## config.mk

```make
export PLATFORM = sky130hd
export DESIGN_NAME = tcc_addr_unit
export DESIGN_NICKNAME = d
export VERILOG_FILES = /design/src/sv/tcc_addr_unit.sv
export SDC_FILE = /design/constraint.sdc
export NUM_CORES = 1
export LEC_CHECK = 0
export BUFFER_PORTS_ARGS = -buffer_cell sky130_fd_sc_hd__buf_2
export CORE_AREA = 2 2 54 56
export DETAILED_ROUTE_END_ITERATION = 8
export DIE_AREA = 0 0 56 58
export GPL_ROUTABILITY_DRIVEN = 0
export SLEW_MARGIN = 20
export SYNTH_ARGS = -nofsm -noshare
export SYNTH_HDL_FRONTEND = slang
export SYNTH_SLANG_ARGS = --single-unit
```

## constraint.sdc

```tcl
create_clock -name vclk -period 2.5
set_input_delay 0.25 -clock vclk [all_inputs]
set_output_delay 0.25 -clock vclk [all_outputs]
set_load 0.05 [all_outputs]
```

## src/sv/tcc_addr_unit.sv

```systemverilog
// Shared cell address adder: row*COLUMNS+col for cursor accesses,
// or base+offset for the scroll sweep. Depends on nothing outside itself.
`default_nettype none

module tcc_addr_unit #(
  parameter int unsigned COLUMNS = 80,
  parameter int unsigned ROWS    = 25
) (
  input  wire logic                                  use_cursor_i,
  input  wire logic [$clog2(ROWS)-1:0]               row_i,
  input  wire logic [$clog2(COLUMNS+1)-1:0]          col_i,
  input  wire logic [$clog2(ROWS*COLUMNS)-1:0]       base_i,
  input  wire logic [$clog2(ROWS*COLUMNS)-1:0]       offset_i,
  output logic      [$clog2(ROWS*COLUMNS)-1:0]       sum_o
);

  localparam int unsigned AW = $clog2(ROWS * COLUMNS);

  logic [AW-1:0] row_base;
  logic [AW-1:0] op_a;
  logic [AW-1:0] op_b;

  // Constant multiply for the row start
  assign row_base = AW'(row_i) * AW'(COLUMNS);

  // Pick operands and add
  assign op_a  = use_cursor_i ? row_base : base_i;
  assign op_b  = use_cursor_i ? AW'(col_i) : offset_i;
  assign sum_o = op_a + op_b;

endmodule

`default_nettype wire

```

==> reports/qor.csv, run 1 <==
stage,metric,value,unit
detailed_routing,wire_per_inst,13.16,um
worst_setup_path,required,2.25,ns
finish,flops_and_latches,0,
worst_setup_path,cp-end-kind,primary output,
finish,nNetsFinal,217,
synthesis,synthTopCellsByArea,"ha_1, mux2_2, xnor2_1, nor2b_1, a21oi_1",
global_routing,grt_antenna_before_repair,0,
detailed_routing,vias,918,
finish,antenna_cells,0,
synthesis,syn_nets,144,
synthesis,yosysTopAreaCell,ha_1,
worst_setup_path,path_common_cell,ha_4,
die,rows,19,
status,status,finished with violations,
worst_setup_path,crit_family,adder cells,
synthesis,synth_area,772.0,um^2
sta,rsz0062_at_grt,yes,
finish,regArea,0,um^2
die,io-pin-count,46,
min_path,hold_depth,4,
global_routing,grt_overflow_total,0,
global_routing,grt_max_degree,9,
worst_setup_path,cp.arrival,2.32,ns
finish,area_delta_synth_final,110.4,%
sta,maxSlewHeadroom,0.7132,
detailed_routing,first_iter_violations,3,
placed_design,port_buffers,46,
global_routing,grt_pass1_wl,4077,um
worst_setup_path,cp_cell_sequence,buf_6 -> ha_4 -> ha_4 -> fa_2 -> xnor2_2 -> a21oi_2 -> ha_4 -> nor2b_4 -> and2_4 -> mux2i_4 -> nand3_4 -> buf_8,
die,die_w,56,um
finish,multi_input_area,0.001074,mm^2
detailed_routing,antenna_left,0,
global_routing,grt_pass1_vias,981,
worst_setup_path,start_kind,input port,
status,violations,setup timing,
die,core_area,0.002663,mm^2
sta,fin_ws,-0.07393,ns
sta,finalHoldViolCount,0,
sta,setup_viol,2,
pwr,pwr_density_cell,479.0,mW/mm^2
sta,fmax,0.3885,GHz
detailed_routing,vias_per_cell,4.756,
worst_setup_path,cp_slowest_cell,fa_2,
synthesis,synth_cell_types,26,
sta,tns,-0.1140,ns
worst_setup_path,cp_max_fo,5,
sta,tightest_slew,0.4301,ns
synthesis,ys_warn_count,0,
worst_setup_path,slowest_delay,0.35,ns
synthesis,ys_seq_area_frac,0,
global_routing,grt_use_total,0.1513,
detailed_routing,drc,0,
die,die_area,0.003248,mm^2
min_path,hold_path.class,input port to primary output,
sta,hold_slack,1.061,ns
job,maxCapViolCount,0,
die,chipHeight,58,um
die,start_util,0.2899,
pwr,ir_drop,0.3600,mV
sta,slew_violations,0,
min_path,min_to,sum_o[0],
synthesis,synth_top_area_frac,0.2593,
finish,final_cells,193,
clock_tree,hold_buffers,0,
synthesis,avgSynthCellArea,8.483,um^2
min_path,worstHoldStart,offset_i[0],
detailed_routing,wl,2539,um
placed_design,place_hpwl,2078,um
finish,nClkBuffers,0,
pwr,leakagePower,0.7523,nW
worst_setup_path,path_class,input port to primary output,
finish,fillers,235,
placed_design,dpl.cell_count,190,
detailed_routing,firstDrtPassIters,2,
sta,final.min_clock_period,2.574,ns
worst_setup_path,cp_num_buf_inv,2,
synthesis,syn_inst,91,
finish,drive_gt1_frac,0.7778,
sta,fin_crit_sh,1.030,
## synth_stat cells (all sizes together)
| cell type | count |
|---|---|
| ha | 16 |
| mux2 | 12 |
| a21oi | 11 |
| nor2b | 9 |
| xnor2 | 8 |
| a21o | 4 |
| nor3 | 4 |
| nand3 | 3 |
| nor2 | 3 |
| xor2 | 3 |
| fa | 2 |
| nand2 | 2 |
| nand4 | 2 |
| o21ai | 2 |
| a2111oi | 1 |
| a211oi | 1 |
| a31oi | 1 |
| and2 | 1 |
| and3b | 1 |
| buf | 1 |
| clkbuf | 1 |
| inv | 1 |
| mux2i | 1 |
| o21bai | 1 |
## per-stage QoR
| step | cell area, um^2 | power, mW | setup slack (ns) | utilization |
|---|---|---|---|---|
| 4_1_cts | 1509 | 0.7366 | -0.1090 | 0.5667 |
| 3_5_place_dp | 1336 | 0.6326 | -0.3722 | 0.5019 |
| 6_report | 1624 | 0.7779 | -0.07393 | 0.6100 |
| 5_1_grt | 1624 | 0.8265 | -0.1310 | 0.6100 |
| 3_3_place_gp | 1336 | 0.6208 | -0.3262 | 0.5019 |
| 2_1_floorplan | 898.4 | 0.4568 | -0.04211 | - |
## tightest hold or removal path, cell delays in order
cell	delay, ns
buf_2	0.07
mux2_2	0.13
ha_1	0.11
buf_2	0.25
## cell families after synthesis
group	after synthesis	synth area share
compound gates	21	0.1815
simple gates	25	0.1783
fa+ha+maj	18	0.3112
buf+inv	3	0.01619
mux	13	0.1880
xor+xnor	11	0.1248
## power breakdown
part | total, mW | internal [mW] | switching, mW
Clock | 0 | 0 | 0
Sequential | 0 | 0 | 0
Combinational | 0.778 | 0.363 | 0.415
Total | 0.778 | 0.363 | 0.415
## how the worst max path moves through the flow
stage | start | to | slack [ns] | depth (start not counted)
floorplan | use_cursor_i | sum_o[7] | -0.04 | 8
global placement | row_i[3] | sum_o[10] | -0.33 | 11
detailed placement | row_i[3] | sum_o[9] | -0.37 | 11
CTS | row_i[3] | sum_o[9] | -0.11 | 12
global route | row_i[1] | sum_o[9] | -0.13 | 12
finish | row_i[1] | sum_o[9] | -0.07 | 12
## metal layers
metal  GRT usage  up-vias  share of wire
li1            -      481              -
met1      0.1837      426           0.40
met2      0.3160       11           0.57
met3           0        0          0.024
met4           0        0              0
met5           0        -              0
## final cells by class
cell class,count,share of cell area
inverter,1,0.003852
multi-input combinational,88,0.6610
tap,31,0.02388
timing repair buffer,73,0.3112
## what timing repair did
| item | in CTS | in global routing |
|---|---|---|
| hold endpoints to repair | 0 | 0 |
| resized for setup | 33 | 21 |
| buffers inserted | 2 | 1 |
| pin swaps | 14 | 11 |
| setup endpoints to repair | 6 | 6 |
| cloned | 0 | 0 |
## cell usage in the layout, fill, tap and decap left out, types with 2 or more instances in the layout
cell,count
buf_8,2
xnor2_1,3
nand4_1,2
nor2b_1,7
ha_4,10
ha_1,5
nor3_2,2
fa_2,2
xor2_1,2
buf_2,38
buf_4,23
nand3_1,2
a21o_1,4
xnor2_2,3
nor2_1,3
a21oi_1,6
buf_6,10
mux2_4,3
mux2_2,9
xnor2_4,2
a21oi_2,5
(Power assumes the default switching activity.)
==> run 2, diff against run 1 <==
Settings changed: CORE_AREA 2 2 54 56 to 2 2 47 49, DIE_AREA 0 0 56 58 to 0 0 49 51, PLACE_DENSITY set to 0.76.
==> run 2 against run 1 <==
  * Total power rose by 0.85%
  * Highest routed layer is now met4
  * Wire length increased by 16%
  * Final cell count decreased by 1.0%
  * The flow still finishes with violations (setup timing)
  * Utilization increased by 18 points
  * Flip-flop and latch count unchanged
  * Largest power group unchanged
  * Worst hold slack improved by 0.052 ns
==> reports/qor.csv, run 2 (synthesis results as in run 1) <==
stage,metric,value,unit
status,status,finished with violations,
status,violations,setup timing,
worst_setup_path,cp_max_fo,2,
pwr,leakagePower,0.7557,nW
sta,fin_ws,-0.09784,ns
die,rows,17,
detailed_routing,firstDrtPassIters,4,
pwr,ir_drop,0.5077,mV
global_routing,grt_max_degree,10,
detailed_routing,drc,0,
sta,rsz0062_at_grt,yes,
job,maxCapViolCount,0,
worst_setup_path,cp-end-kind,primary output,
global_routing,grt_pass1_vias,1019,
die,core_area,0.002063,mm^2
finish,nClkBuffers,0,
placed_design,port_buffers,46,
worst_setup_path,path_common_cell,ha_4,
finish,area_delta_synth_final,109.9,%
placed_design,dpl.cell_count,188,
global_routing,grt_antenna_before_repair,0,
die,die_w,49,um
sta,tightest_slew,0.4229,ns
finish,nNetsFinal,218,
worst_setup_path,slowest_delay,0.28,ns
worst_setup_path,cp_num_buf_inv,2,
min_path,hold_path.class,input port to primary output,
worst_setup_path,cp.arrival,2.35,ns
clock_tree,hold_buffers,0,
detailed_routing,wl,2944,um
sta,hold_slack,1.113,ns
worst_setup_path,crit_family,adder cells,
finish,mostFrequentLayoutCells,"buf_2, buf_4, ha_4, buf_6, mux2_2",
finish,drive_gt1_frac,0.7669,
worst_setup_path,path_class,input port to primary output,
finish,final_cells,191,
sta,fmax,0.3849,GHz
finish,layout_commonest_cell,buf_2,
finish,final_core_util,0.7853,
global_routing,grt_use_total,0.2133,
finish,flops_and_latches,0,
die,io-pin-count,46,
die,chipHeight,51,um
detailed_routing,vias,999,
placed_design,place_hpwl,1955,um
finish,antenna_cells,0,
worst_setup_path,cp_cell_sequence,buf_8 -> ha_4 -> ha_4 -> mux2_4 -> ha_4 -> nand4_1 -> a21oi_2 -> and3b_2 -> o21ai_4 -> xnor2_4 -> buf_6,
sta,final.min_clock_period,2.598,ns
finish,regArea,0,um^2
die,die_area,0.002499,mm^2
sta,finalHoldViolCount,0,
sta,maxSlewHeadroom,0.7181,
sta,slew_violations,0,
die,start_util,0.3742,
detailed_routing,vias_per_cell,5.230,
pwr,pwr_density_cell,484.1,mW/mm^2
detailed_routing,antenna_left,0,
worst_setup_path,start_kind,input port,
worst_setup_path,required,2.25,ns
sta,setup_viol,3,
detailed_routing,wire_per_inst,15.41,um
global_routing,grt_overflow_total,0,
detailed_routing,first_iter_violations,13,
global_routing,grt_pass1_wl,4291,um
worst_setup_path,cp_slowest_cell,ha_4,
sta,fin_crit_sh,1.039,
## run 2: cell count changes in the layout (fill, tap and decap cells not counted), sizes merged
cell / change
buf: +1
## run 2: where the power goes
group          leakage, nW  internal [mW]  switching (mW)
clock                    0              0               0
sequential               0              0               0
combinational        0.756          0.364           0.421
## run 2: stage by stage
step | power, mW | setup slack (ns) | setup TNS (ns) | instance area, um^2
3_5_place_dp | 0.6282 | -0.3617 | -1.260 | 1340
6_report | 0.7845 | -0.09784 | -0.2074 | 1620
5_1_grt | 0.8300 | -0.1495 | -0.3454 | 1620
2_1_floorplan | 0.4568 | -0.04211 | -0.06807 | 898.4
4_1_cts | 0.7292 | -0.1309 | -0.2172 | 1530
3_3_place_gp | 0.6184 | -0.3196 | -1.116 | 1340
## run 2: layer usage
metal / wire, um / vias to the layer above / share of wire / track usage
met5: 0 / - / 0 / 0
met4: 75 / 0 / 0.025 / 0.03810
met3: 88 / 8 / 0.030 / 0.008772
met2: 1630 / 34 / 0.55 / 0.4292
met1: 1149 / 473 / 0.39 / 0.2509
li1: - / 484 / - / -
## run 2: worst paths after layout
path	cells after the start	from	endpoint
worst max-delay path	11	row_i[3]	sum_o[10]
worst min-delay path	4	col_i[0]	sum_o[0]
## run 2: timing repair
item,CTS,global route
endpoints found under the setup margin,5,6
buffers inserted,3,0
gates resized for setup,35,16
pin swaps,12,12
## run 2: tightest hold or removal path: stages
cell    delay, ns
buf_2        0.07
mux2_2       0.14
ha_2         0.14
buf_2        0.25
## run 2: area by class of cell
class	instances	area, um^2
multi-input combinational	88	1070
timing repair buffer	74	509.2
fill	137	442.9
tap	28	35.03
inverter	1	6.256
==> run 3, diff against run 2 <==
Settings changed: CORE_AREA 2 2 47 49 to 2 2 46 48, DIE_AREA 0 0 49 51 to 0 0 48 50, PLACE_DENSITY 0.76 to 0.79.
==> run 3 against run 2 <==
  * The run still ends with setup timing left
  * Utilization up 11 points
  * Via count rose by 7.3%
  * Highest routed layer unchanged
  * Sequential share of layout area is the same
==> reports/qor.csv, run 3 (synthesis results as in run 1) <==
stage,metric,value,unit
placed_design,port_buffers,46,
sta,finalHoldViolCount,0,
global_routing,grt_pass1_vias,1034,
die,core_area,0.001902,mm^2
global_routing,grt_pass1_wl,4236,um
worst_setup_path,cp_max_fo,2,
pwr,ir_drop,0.4616,mV
finish,regArea,0,um^2
sta,tightest_slew,0.4366,ns
finish,flops_and_latches,0,
finish,final_cells,189,
finish,layout_commonest_cell,buf_2,
finish,drive_gt1_frac,0.8272,
global_routing,grt_overflow_total,0,
placed_design,dpl.cell_count,188,
detailed_routing,first_iter_violations,34,
die,die_w,48,um
detailed_routing,vias,1072,
finish,area_delta_synth_final,120.6,%
clock_tree,hold_buffers,0,
sta,fin_crit_sh,1.067,
detailed_routing,drc,0,
worst_setup_path,required,2.25,ns
global_routing,grt_use_total,0.2361,
worst_setup_path,path_class,input port to primary output,
detailed_routing,antenna_left,0,
sta,slew_violations,0,
placed_design,place_hpwl,2106,um
die,start_util,0.4059,
finish,antenna_cells,0,
sta,final.min_clock_period,2.668,ns
finish,mostFrequentLayoutCells,"buf_2, buf_4, ha_4, mux2_2, buf_6",
min_path,hold_path.class,input port to primary output,
worst_setup_path,cp-end-kind,primary output,
global_routing,grt_max_degree,15,
status,status,finished with violations,
sta,tns,-0.4007,ns
sta,hold_slack,1.118,ns
pwr,pwr_density_cell,497.3,mW/mm^2
die,chipHeight,50,um
finish,nNetsFinal,217,
worst_setup_path,cp.arrival,2.42,ns
worst_setup_path,start_kind,input port,
finish,final_core_util,0.8954,
die,io-pin-count,46,
job,maxCapViolCount,0,
finish,nClkBuffers,0,
global_routing,grt_antenna_before_repair,0,
die,die_area,0.002400,mm^2
placed_design,preCtsSetupSlack,-0.3228,ns
sta,setup_viol,3,
sta,fmax,0.3748,GHz
die,rows,16,
finish,fillers,73,
sta,rsz0062_at_grt,yes,
pwr,leakagePower,0.7625,nW
status,violations,setup timing,
sta,fin_ws,-0.1683,ns
detailed_routing,vias_per_cell,5.672,
detailed_routing,wl,3936,um
detailed_routing,wire_per_inst,20.83,um
sta,maxSlewHeadroom,0.7089,
detailed_routing,firstDrtPassIters,4,
run 3: cell count changes in the layout (fill, tap and decap cells not counted), moves of 2 or more:
cell / change
a21oi_1: -3
ha_4: +2
nor2b_1: -2
ha_1: -2
a21oi_2: +3
run 3: through the flow:
stage	total power [mW]	area, um^2
floorplan	0.4568	898.4
global placement	0.6177	1346
detailed placement	0.6343	1346
CTS	0.7289	1500
global route	0.8811	1703
finish	0.8468	1703
run 3: worst paths after layout:
path | from | to | slack [ns] | cells after the start
setup / recovery | row_i[3] | sum_o[10] | -0.17 | 11
hold / removal | offset_i[0] | sum_o[0] | 1.12 | 4
run 3: final cells by class:
cell class | instances | area (um^2) | share of cell area
repair buffers | 73 | 498.0 | 0.2924
multi-input cells | 88 | 1165 | 0.6841
inverters | 1 | 6.256 | 0.003674
well taps | 27 | 33.78 | 0.01984
run 3: report_power, final:
part           leakage (nW)  total [mW]  switching, mW  internal (mW)
Sequential                0           0              0              0
Clock                     0           0              0              0
Combinational         0.763       0.847          0.465          0.381
run 3: worst max-delay path, cell delays in order:
cell     delay, ns
buf_8         0.10
ha_4          0.26
ha_4          0.18
mux2_4        0.27
ha_4          0.28
nand4_1       0.15
a21oi_2       0.16
and3b_2       0.25
o21ai_4       0.21
xnor2_4       0.14
buf_6         0.17
run 3: layer usage:
| layer | up-vias | wire length [um] | global-route usage |
|---|---|---|---|
| li1 | 484 | - | - |
| met1 | 527 | 1576 | 0.2654 |
| met2 | 49 | 2065 | 0.4511 |
| met3 | 12 | 158 | 0.01099 |
| met4 | 0 | 136 | 0.05405 |
| met5 | - | 0 | 0 |
run 3: what timing repair did:
action                                  in CTS  in global routing
setup buffers                                0                  2
pin swaps                                   13                 18
resized for setup                           36                 32
endpoints found under the setup margin       6                  6
endpoints found under the hold margin        0                  0
